## src/rtl/core/assert_macros.svh

```systemverilog
// Assertion macros for the button debounce block.
// Shared by every RTL file that checks its own logic.
`ifndef ASSERT_MACROS_SVH
`define ASSERT_MACROS_SVH

// Clocked check, disabled while reset is high.
`define BDA_ASSERT(label, clk_sig, rst_sig, prop, msg) \
  label: assert property (@(posedge clk_sig) disable iff (rst_sig) (prop)) else $error(msg);

// Clocked check that also holds during reset.
`define BDA_ASSERT_ALWAYS(label, clk_sig, prop, msg) \
  label: assert property (@(posedge clk_sig) (prop)) else $error(msg);

`endif

```

## src/rtl/core/bda_pkg.sv

```systemverilog
// Shared types, codes and delay helpers for the button debounce block.
// No dependencies.
package bda_pkg;

  localparam int DELAY_BITS = 16;
  localparam int CFG_IDX_W  = 3;
  localparam int CFG_DATA_W = 16;

  // Event codes.
  localparam logic [1:0] EV_PRESS        = 2'd0;
  localparam logic [1:0] EV_RELEASE      = 2'd1;
  localparam logic [1:0] EV_LONG_PRESS   = 2'd2;
  localparam logic [1:0] EV_LONG_RELEASE = 2'd3;

  // Register indexes.
  localparam logic [CFG_IDX_W-1:0] REG_INTEGRATOR_MAX = 3'd0;
  localparam logic [CFG_IDX_W-1:0] REG_DEFAULT_HIGH   = 3'd1;
  localparam logic [CFG_IDX_W-1:0] REG_AUTO_REPEAT    = 3'd2;
  localparam logic [CFG_IDX_W-1:0] REG_FIRST_DELAY    = 3'd3;
  localparam logic [CFG_IDX_W-1:0] REG_MIN_DELAY      = 3'd4;
  localparam logic [CFG_IDX_W-1:0] REG_ACCEL_FACTOR   = 3'd5;

  // Largest delay value, held in 33 bits so that any delay width fits.
  localparam logic [32:0] DELAY_MAX_W = (33'd1 << DELAY_BITS) - 33'd1;

  typedef logic [DELAY_BITS-1:0] delay_t;

  typedef struct packed {
    logic [7:0]  integrator_max;
    logic        default_high;
    logic        auto_repeat;
    logic [15:0] first_delay;
    logic [15:0] min_delay;
    logic [8:0]  accel_factor;
  } cfg_t;

  typedef struct packed {
    logic   countdown_active;
    logic   held_long;
    delay_t countdown_ticks;
    delay_t repeat_delay;
  } status_t;

  // Clamp a value to the delay range.
  function automatic delay_t sat_delay(input logic [32:0] v);
    delay_t r;
    if (v > DELAY_MAX_W) begin
      r = '1;
    end else begin
      r = v[DELAY_BITS-1:0];
    end
    return r;
  endfunction

endpackage

```

## src/rtl/core/button_debounce_autorepeat_top.sv

```systemverilog
// Button debouncer with long press and auto-repeat. Each request on the
// input stream is one sample tick of the raw pin; it produces zero or one
// event request on the output stream (press, release, long press, long
// release). One sample is taken every cycle: the whole update, including
// the single delay multiply, runs between the state registers and the
// output register, so throughput is one sample per clock and an event
// appears in the cycle after its sample. Input stalls only while an event
// waits in the output register and the sink is not ready.
`include "assert_macros.svh"

module button_debounce_autorepeat_top (
  input  logic                            clk,
  input  logic                            rst,
  // Sample stream.
  input  logic                            s_tvalid,
  output logic                            s_tready,
  input  logic [7:0]                      s_tdata,   // [0] pin_level, [7:1] zero
  // Event stream.
  output logic                            m_tvalid,
  input  logic                            m_tready,
  output logic [7:0]                      m_tdata,   // [1:0] event_res, [7:2] zero
  // Register write channel.
  input  logic                            cfg_valid,
  output logic                            cfg_ready,
  input  logic [bda_pkg::CFG_IDX_W-1:0]   cfg_index,
  input  logic [bda_pkg::CFG_DATA_W-1:0]  cfg_data
);

  bda_pkg::cfg_t    cfg;
  bda_pkg::status_t status;
  logic             step;
  logic             evt_valid;
  logic [1:0]       evt_code;
  logic [1:0]       event_res;

  assign cfg_ready = 1'b1;
  assign s_tready  = !m_tvalid || m_tready;
  assign step      = s_tvalid && s_tready;

  always_ff @(posedge clk) begin
    if (rst) begin
      cfg.integrator_max <= 8'd5;
      cfg.default_high   <= 1'b0;
      cfg.auto_repeat    <= 1'b0;
      cfg.first_delay    <= 16'd500;
      cfg.min_delay      <= 16'd50;
      cfg.accel_factor   <= 9'd205;
    end else if (cfg_valid && cfg_ready) begin
      case (cfg_index)
        bda_pkg::REG_INTEGRATOR_MAX: cfg.integrator_max <= cfg_data[7:0];
        bda_pkg::REG_DEFAULT_HIGH:   cfg.default_high   <= cfg_data[0];
        bda_pkg::REG_AUTO_REPEAT:    cfg.auto_repeat    <= cfg_data[0];
        bda_pkg::REG_FIRST_DELAY:    cfg.first_delay    <= cfg_data[15:0];
        bda_pkg::REG_MIN_DELAY:      cfg.min_delay      <= cfg_data[15:0];
        bda_pkg::REG_ACCEL_FACTOR:   cfg.accel_factor   <= cfg_data[8:0];
        default: ;
      endcase
    end
  end

  bda_core u_core (
    .clk       (clk),
    .rst       (rst),
    .step      (step),
    .pin_level (s_tdata[0]),
    .cfg       (cfg),
    .evt_valid (evt_valid),
    .evt_code  (evt_code),
    .status    (status)
  );

  // Output register: loaded on a sample that makes an event, freed when taken.
  always_ff @(posedge clk) begin
    if (rst) begin
      m_tvalid <= 1'b0;
    end else if (step) begin
      m_tvalid <= evt_valid;
    end else if (m_tready) begin
      m_tvalid <= 1'b0;
    end
  end

  always_ff @(posedge clk) begin
    if (step && evt_valid) begin
      event_res <= evt_code;
    end
  end

  assign m_tdata = {6'd0, event_res};

  `BDA_ASSERT(a_active_ticks, clk, rst, status.countdown_active |-> (status.countdown_ticks != '0), "countdown active with zero ticks")
  `BDA_ASSERT(a_idle_ticks, clk, rst, !status.countdown_active |-> (status.countdown_ticks == '0), "stopped countdown holds ticks")
  `BDA_ASSERT(a_active_delay, clk, rst, status.countdown_active |-> (status.repeat_delay != '0), "countdown active with zero delay")
  `BDA_ASSERT_ALWAYS(a_stall_cause, clk, !s_tready |-> (m_tvalid && !m_tready), "input stalled without a waiting event")

endmodule

```

## src/rtl/core/bda_integrator.sv

```systemverilog
// Saturating up/down integrator that turns raw pin samples into a level.
// No dependencies.
module bda_integrator (
  input  logic [7:0] count,
  input  logic [7:0] count_max,
  input  logic       pin_level,
  input  logic       stable_level,
  output logic [7:0] count_next,
  output logic       level
);

  logic [8:0] up;

  assign up = {1'b0, count} + 9'd1;

  always_comb begin
    count_next = count;
    level      = stable_level;
    if (pin_level) begin
      if (up >= {1'b0, count_max}) begin
        count_next = count_max;
        level      = 1'b1;
      end else begin
        count_next = up[7:0];
      end
    end else if (count <= 8'd1) begin
      count_next = '0;
      level      = 1'b0;
    end else if ((count - 8'd1) >= count_max) begin
      // The maximum was lowered below the count.
      count_next = count_max;
      level      = 1'b1;
    end else begin
      count_next = count - 8'd1;
    end
  end

endmodule

```

## src/rtl/core/bda_delay_calc.sv

```systemverilog
// Delay arithmetic: first delay load and the accelerated repeat delay.
// Depends on bda_pkg.
module bda_delay_calc (
  input  bda_pkg::cfg_t   cfg,
  input  bda_pkg::delay_t repeat_delay,
  output bda_pkg::delay_t first_load,
  output bda_pkg::delay_t repeat_next
);

  localparam int PROD_W = bda_pkg::DELAY_BITS + 9;

  logic [PROD_W-1:0]   prod;
  bda_pkg::delay_t     scaled;
  bda_pkg::delay_t     floor_v;
  bda_pkg::delay_t     first_sat;
  bda_pkg::delay_t     raised;

  assign prod      = PROD_W'(repeat_delay) * PROD_W'(cfg.accel_factor);
  assign scaled    = bda_pkg::sat_delay(33'(prod[PROD_W-1:8]));
  assign floor_v   = bda_pkg::sat_delay(33'(cfg.min_delay));
  assign raised    = (scaled < floor_v) ? floor_v : scaled;
  assign repeat_next = (raised == '0) ? bda_pkg::delay_t'(1) : raised;

  assign first_sat  = bda_pkg::sat_delay(33'(cfg.first_delay));
  assign first_load = (first_sat == '0) ? bda_pkg::delay_t'(1) : first_sat;

endmodule

```

## src/rtl/core/bda_core.sv

```systemverilog
// Per-sample state update: integrator, level change and countdown events.
// Depends on bda_pkg, bda_integrator and bda_delay_calc.
module bda_core (
  input  logic               clk,
  input  logic               rst,
  input  logic               step,
  input  logic               pin_level,
  input  bda_pkg::cfg_t      cfg,
  output logic               evt_valid,
  output logic [1:0]         evt_code,
  output bda_pkg::status_t   status
);

  logic [7:0]      integrator_count, integrator_count_next;
  logic            stable_level, stable_level_next;
  logic            held_long, held_long_next;
  logic            countdown_active, countdown_active_next;
  bda_pkg::delay_t countdown_ticks, countdown_ticks_next;
  bda_pkg::delay_t repeat_delay, repeat_delay_next;

  logic            level;
  bda_pkg::delay_t first_load;
  bda_pkg::delay_t repeat_next;
  bda_pkg::delay_t ticks_dec;

  bda_integrator u_integrator (
    .count        (integrator_count),
    .count_max    (cfg.integrator_max),
    .pin_level    (pin_level),
    .stable_level (stable_level),
    .count_next   (integrator_count_next),
    .level        (level)
  );

  bda_delay_calc u_delay_calc (
    .cfg          (cfg),
    .repeat_delay (repeat_delay),
    .first_load   (first_load),
    .repeat_next  (repeat_next)
  );

  assign ticks_dec = (countdown_ticks != '0) ? (countdown_ticks - 1'b1) : countdown_ticks;

  always_comb begin
    stable_level_next     = stable_level;
    held_long_next        = held_long;
    countdown_active_next = countdown_active;
    countdown_ticks_next  = countdown_ticks;
    repeat_delay_next     = repeat_delay;
    evt_valid             = 1'b0;
    evt_code              = bda_pkg::EV_PRESS;
    if (level != stable_level) begin
      // A level change wins over a countdown expiry in the same sample.
      stable_level_next = level;
      held_long_next    = 1'b0;
      evt_valid         = 1'b1;
      if (level != cfg.default_high) begin
        repeat_delay_next     = first_load;
        countdown_ticks_next  = first_load;
        countdown_active_next = 1'b1;
        evt_code              = bda_pkg::EV_PRESS;
      end else begin
        countdown_active_next = 1'b0;
        countdown_ticks_next  = '0;
        evt_code = held_long ? bda_pkg::EV_LONG_RELEASE : bda_pkg::EV_RELEASE;
      end
    end else if (countdown_active) begin
      countdown_ticks_next = ticks_dec;
      if (ticks_dec == '0) begin
        held_long_next = 1'b1;
        evt_valid      = 1'b1;
        if (cfg.auto_repeat) begin
          repeat_delay_next    = repeat_next;
          countdown_ticks_next = repeat_next;
          evt_code             = bda_pkg::EV_PRESS;
        end else begin
          countdown_active_next = 1'b0;
          evt_code              = bda_pkg::EV_LONG_PRESS;
        end
      end
    end
  end

  // After reset the state follows the reset register values: idle low, count zero.
  always_ff @(posedge clk) begin
    if (rst) begin
      integrator_count <= '0;
      stable_level     <= 1'b0;
      held_long        <= 1'b0;
      countdown_active <= 1'b0;
      countdown_ticks  <= '0;
      repeat_delay     <= '0;
    end else if (step) begin
      integrator_count <= integrator_count_next;
      stable_level     <= stable_level_next;
      held_long        <= held_long_next;
      countdown_active <= countdown_active_next;
      countdown_ticks  <= countdown_ticks_next;
      repeat_delay     <= repeat_delay_next;
    end
  end

  assign status.countdown_active = countdown_active;
  assign status.held_long        = held_long;
  assign status.countdown_ticks  = countdown_ticks;
  assign status.repeat_delay     = repeat_delay;

endmodule
```

## config.mk

```make
export PLATFORM = sky130hd
export DESIGN_NAME = button_debounce_autorepeat_top
export DESIGN_NICKNAME = d
export VERILOG_FILES = /design/src/rtl/core/bda_pkg.sv /design/src/rtl/core/button_debounce_autorepeat_top.sv /design/src/rtl/core/bda_integrator.sv /design/src/rtl/core/bda_delay_calc.sv /design/src/rtl/core/bda_core.sv
export VERILOG_INCLUDE_DIRS = /design/src /design/src/rtl/core
export SDC_FILE = /design/constraint.sdc
export NUM_CORES = 1
export LEC_CHECK = 0
export ABC_AREA = 1
export BUFFER_PORTS_ARGS = -buffer_cell sky130_fd_sc_hd__buf_2
export CORE_ASPECT_RATIO = 0.75
export CORE_MARGIN = 2
export CORE_UTILIZATION = 35
export CTS_BUF_LIST = sky130_fd_sc_hd__clkbuf_4 sky130_fd_sc_hd__clkbuf_8
export DETAILED_ROUTE_END_ITERATION = 10
export GPL_TIMING_DRIVEN = 1
export PLACE_DENSITY = 0.52
export SLEW_MARGIN = 5
export SYNTH_ARGS = -nofsm -noshare
export SYNTH_HDL_FRONTEND = slang
export SYNTH_SLANG_ARGS = --single-unit
```

## constraint.sdc

```tcl
create_clock -name clk -period 10.2 [get_ports clk]
set_clock_uncertainty 0.05 [all_clocks]
set_input_delay 1.53 -clock clk [delete_from_list [all_inputs] [get_ports clk]]
set_output_delay 1.53 -clock clk [all_outputs]
set_load 0.03 [all_outputs]
```

Word level (Yosys, flattened, before mapping)
Cells that the tools add are included.

Reduce and logical (&&, ||, !) cells: 23. Mux-type cells: 42. Bitwise operators: 0. Multipliers: 1. Shift operators: 0. Div/mod/pow operators: 0. Equal/unequal tests: 8. Add/sub/neg operators: 3. $lt $le $gt $ge: 5.

Operators with widths (number): $mux 16 (15); $logic_not 16->1 (3); $mux 8 (4); $mul 16x9->25 (1); $gt 17x16->1 const B (1); $mux 1 (17); $lt 16x16->1 (1); $reduce_and 2->1 (8); $reduce_bool 16->1 (1); $sub 16x1->16 const B (1); $mux 2 (6); $add 8x1->9 const B (1); $ge 9x8->1 (1); $ge 8x8->1 (1); $le 8x1->1 const B (1); $reduce_bool 2->1 (4); $sub 8x1->8 const B (1); $eq 3x2->1 const B (2); $eq 3x3->1 const B (2); $reduce_and 5->1 (1); $eq 3x1->1 const B (1); $logic_not 3->1 (1); $reduce_and 3->1 (1); $logic_and 1x1->1 (2); 4 further kinds (5).

Bits of input ports: 32. Register bits after elaboration: 97. RAM bits: 0. Output and inout port bits: 11. Logic and storage cells: 96. Bits in latches: 0. Memories: 0. ROM bits: 0.

Depth between registers and ports, before layout
Word-level depth: 11. Depth in mapped cells: 47. Depth with buffers taken out: 43.

By module
A second synthesis with hierarchy kept.

Cells, all modules: 1874. Area total of the unflattened synthesis: 12002.8 µm².

Modules (own cells, without submodules): bda_delay_calc (area an instance 5412.7 µm², seq. area each 0.0 µm², cells each 818, times used 1); bda_core (area an instance 3246.9 µm², seq. area each 860.8 µm², cells each 548, times used 1); button_debounce_autorepeat_top (area an instance 2205.9 µm², seq. area each 1101.1 µm², cells each 313, times used 1); bda_integrator (area an instance 1137.3 µm², seq. area each 0.0 µm², cells each 195, times used 1).

Worst setup path after synthesis
Ideal clock, no wire load.

Path type: register to register. Start point: register, netlist name cfg[2]. End point: register u_core.countdown_ticks[0]. Data required time: 10.080 ns. Buffers on the path: 5. Library setup time: 0.070 ns. Arrival time: 6.542 ns. Stages on the path, launching flop included: 42. Clock period less this slack: 6.662 ns. Slack: 3.538 ns. Cell sequence: dfxtp_1 -> clkbuf_1 -> clkbuf_1 -> nand2_1 -> fa_1 -> inv_1 -> fa_1 -> fa_1 -> inv_1 -> fa_1 -> inv_1 -> ha_1 -> nand2_1 -> inv_1 -> a21oi_1 -> nand2_1 -> a21oi_1 -> nand2_1 -> (+6 left out) -> nand2_1 -> nor2_1 -> a211oi_1 -> o221a_2 -> clkbuf_1 -> nand2_2 -> buf_2 -> nand2_1 -> nand2_1 -> nor2_1 -> nand2_1 -> nor2_1 -> nand2_1 -> nand2_1 -> nand2_1 -> nand2_1 -> nand2_1 -> a21oi_1.

Word-level cells in the longest chain between the ends: 11.

Ends and longest elaborated chain: $mul 16x9->25 (*) (RTL line bda_delay_calc.sv:18) `assign prod = PROD_W'(repeat_delay) * PROD_W'(cfg.accel_factor);`; $gt 17x16->1 (RTL line bda_pkg.sv:47) `if (v > DELAY_MAX_W) begin`; $mux 16 (*) (RTL line bda_pkg.sv:47); $lt 16x16->1 (RTL line bda_delay_calc.sv:21) `assign raised = (scaled < floor_v) ? floor_v : scaled;`; $mux 16 (*) (RTL line bda_delay_calc.sv:21); $logic_not 16->1 (RTL line bda_delay_calc.sv:22) `assign repeat_next = (raised == '0) ? bda_pkg::delay_t'(1) : raised;`; $mux 16 (*) (RTL line bda_delay_calc.sv:22); $mux 16 (*) (RTL line bda_core.sv:72) `if (cfg.auto_repeat) begin`; $mux 16 (*) (RTL line bda_core.sv:69) `if (ticks_dec == '0) begin`; $mux 16 (*) (RTL line bda_core.sv:67) `end else if (countdown_active) begin`; $mux 16 (*) (RTL line bda_core.sv:52) `if (level != stable_level) begin`; to (signal assigned) (RTL line bda_core.sv:98) `countdown_ticks <= countdown_ticks_next;`; to (decl) (RTL line bda_core.sv:18) `bda_pkg::delay_t countdown_ticks, countdown_ticks_next;`.

Every way passes the cells marked *; elsewhere a longest branch is shown, timed or not. The select of a mux whose other input is x is not followed. A chain may end at the register's enable or synchronous reset.

Worst setup path after layout
Start point: register, netlist name cfg[2]. End point: register u_core.repeat_delay[6].

Word-level cells in the longest chain between the ends: 11.

Ends and longest elaborated chain: $mul 16x9->25 (*) (RTL line bda_delay_calc.sv:18); $gt 17x16->1 (RTL line bda_pkg.sv:47); $mux 16 (*) (RTL line bda_pkg.sv:47); $lt 16x16->1 (RTL line bda_delay_calc.sv:21); $mux 16 (*) (RTL line bda_delay_calc.sv:21); $logic_not 16->1 (RTL line bda_delay_calc.sv:22); $mux 16 (*) (RTL line bda_delay_calc.sv:22); $mux 16 (*) (RTL line bda_core.sv:72); $mux 16 (*) (RTL line bda_core.sv:69); $mux 16 (*) (RTL line bda_core.sv:67); $mux 16 (*) (RTL line bda_core.sv:52); to (signal assigned) (RTL line bda_core.sv:99) `repeat_delay <= repeat_delay_next;`; to (decl) (RTL line bda_core.sv:19) `bda_pkg::delay_t repeat_delay, repeat_delay_next;`.

Marked as above.

==> metrics.md <==
| Metric | Value |
|---|---|
| Status | completed |
| Std-Cell Rows | 55 |
| Flops & latches, synth | slightly below 100 |
| Worst-path clk slew | around 0.1 ns |
| Diode count | 0 |
| Asr flop ratio synth | 0 |
| CP peak stage delay | slightly above 0.8 ns |
| Starting Density | 0.3551 |
| # fillers | roughly 3300 |
| # DRC | 0 |
| EDFF count, synth | 2 |
| # Post-CTS Setup Buffers | 0 |
| Power Dens Cells | between 200 and 250 nW/um^2 |
| Via density per instance | around 4.9 |
| Post-synthesis cell area | between 10000 and 15000 um^2 |
| DR WL/cell | between 15 and 20 um |
| Slew Viols, Final | 0 |
| Lkg Pwr | about 6.1 nW |
| First-pass GRT wire length | just under 50 mm |
| Num CTS Buffers | 9 |
| Worst VDD drop | approximately 0.000082 V |
| Post-layout util | 0.3727 |
| Worst-path fanout max | 17 |
| Crit path kind | reg2reg |
| H-tree Lvls | 3 |
| Core ar. | 30070 um^2 |
| Slew headroom | 0.3724 |
| HP Start | u_core.countdown_active |
| Via count | 9329 |
| Min cycle time layout | between 7 and 8 ns |
| Max Clk Rate | about 0.13 GHz |
| Distinct cell type count after synthesis | between 50 and 60 |
| Clock root buffer | clkbuf_8 |
| Number of global-route vias before repair | 8956 |
| Clock buffer depth | 2 |
| Critical path origin | cfg[2] |
| Crit end category | flop |
| Final Setup Violations | 0 |
| Hold Path Class | reg2reg |
| TNS Setup | 0 ns |
| RSZ-0062 raised after global routing | no |
| Die area | roughly 32000 um^2 |
| Syn. warnings | 0 |
| Clock latency on the worst-skew pair | approximately 0.42 ns |
| Ys flop type | dfxtp_1 |
| Layout cells sized above 1 | 0.04937 |
| Dpl hpwl | around 23 mm |
| DRT antenna net count | 0 |
| Die width | between 200 and 250 um |
| Router iterations before antenna repair | 4 |
| Drt total wl | a little under 30 mm |
| Final Wtd Congestion | around 0.9 |
| Total GRT Usage | 0.1907 |
| Final hold viol count | 0 |
| Mapped Cells | about 1500 |
| Initial antenna violation count | 1 |
| Hold WS | approximately 0.42 ns |
| Pin count of the biggest net entering global routing | 70 |
| Post-synthesis area per instance | about 6.9 um^2 |
| RR Startpoint | cfg[2] |
| Nets | approximately 1700 |
| Grt ovf | 0 |
| Syn-to-layout area delta | 4.980% |
| Period utilization | 0.7673 |
| Reg2reg setup slack | ~2.4 ns |
| Max-Cap Viols | 0 |
| Total I/O pin count | 43 |
| Post-CTS sizing | 0 |
| Die Y | around 160 um |
| Port Buffer Count | 28 |
| Most frequent cells in the layout | 341 x nand2_1, 327 x inv_1, 122 x a21oi_1 |
| CTS tree | done |
| Post-CTS Hold Buffers | 0 |
| Setup crit start kind | flop |
| CTS Sinks | 97 |
| Seq/Total Area, Yosys | 0.1837 |
| Slew @ Worst Pin | roughly 0.94 ns |
| Worst path arrival time | approximately 8 ns |
| Commonest non-fill, non-tap cell in the layout | nand2_1 |
| CP max stage cell | dfxtp_1 |
| Initial DRC Count | 544 |
| CP required | 10.50 ns |
## per-stage QoR
step           area [um^2]  setup slack (ns)  std cells  power [mW]
3_5_place_dp         10990             2.417       1902       1.967
3_3_place_gp         10990             2.487       1902       1.963
5_1_grt              11210             1.601       1918       2.526
4_1_cts              11210             2.370       1918       2.275
2_1_floorplan        10700             3.538       1553       1.646
6_report             11210             2.374       1918       2.266
## cell usage after synthesis, types with 3 or more instances
library cell  count  area (um^2)
nor3_1            6        30.03
nor4_1            5        31.28
fa_1             98         1962
nor2_1           95        356.6
a31oi_1          24        150.1
dfxtp_1          95         1902
xor2_1           20        175.2
buf_2            17        85.08
buf_4             7        52.55
o21ai_1           7        35.03
o22ai_1          10        62.56
inv_2             4        15.01
a211oi_1          3        22.52
a21oi_1         122        610.6
xnor2_1          12        105.1
nand3_1          34        170.2
nand2_2           6        37.54
o21ai_0         100        500.5
nand2_1         341         1280
ha_1             76        950.9
a21o_1            3        22.52
inv_1           327         1227
o21bai_1         15        112.6
nand4_1          25        156.4
o211ai_1          6        45.04
clkbuf_1         52        195.2
## sequential cells by signal (all words and copies together) (netlist names)
name	cells
u_core.repeat_delay	16
u_core.stable_level	1
cfg	51
u_core.integrator_count	8
u_core.countdown_active	1
u_core.countdown_ticks	16
event_res	2
m_tvalid	1
u_core.held_long	1
## routing by layer
metal | wire length (um) | global-route usage | share of wire | vias up
met1 | 15620 | 0.2991 | 0.54 | 4410
met5 | 8 | 0 | 0.00028 | -
li1 | - | - | - | 4728
met4 | 255 | 0.02912 | 0.0088 | 2
met2 | 11670 | 0.2764 | 0.40 | 169
met3 | 1279 | 0.02912 | 0.044 | 20
## kinds of logic (layout without fill, tap and decap cells)
group           after synthesis  count (layout)  synth area share
flops                        97              97            0.1837
xor+xnor                     32              32           0.02625
fa+ha+maj                   174             174            0.2728
simple gates                528             528            0.2093
buf+inv                     415             381            0.1523
other cells                   2               7         0.0007033
compound gates              300             300            0.1549
## area by class of cell
| cell class | instances | area [um^2] | area share |
|---|---|---|---|
| tap | 399 | 499.2 | 0.04454 |
| multi-input combinational | 1041 | 7108 | 0.6341 |
| inverter | 335 | 1264 | 0.1127 |
| sequential | 97 | 1962 | 0.1750 |
| timing repair buffer | 30 | 155.1 | 0.01384 |
| clock inverter | 6 | 90.09 | 0.008037 |
| clock buffer | 10 | 131.4 | 0.01172 |
## worst paths after layout
path / to / cells past startpoint
hold / removal: u_core.countdown_active / 2
setup reg to reg: u_core.repeat_delay[6] / 30
setup / recovery: u_core.repeat_delay[6] / 30
hold reg to reg: u_core.countdown_active / 2
## power breakdown
part	total [mW]	internal (mW)	switching, mW
registers	0.531	0.438	0.0928
logic	1.44	0.480	0.959
clock network	0.296	0.142	0.155
total	2.27	1.06	1.21
## worst max-delay path: cells and delay by family (launching register included)
| family | cells | cell delay (ns) |
|---|---|---|
| adder cells (fa/ha/maj) | 6 | 2.67 |
| AO/OA/AOI/OAI | 9 | 2.47 |
| AND/OR/NAND/NOR | 10 | 1.33 |
| flip-flops | 1 | 0.82 |
| buffers and inverters | 4 | 0.22 |
| XOR/XNOR | 1 | 0.17 |
(Power assumes the default switching activity.)
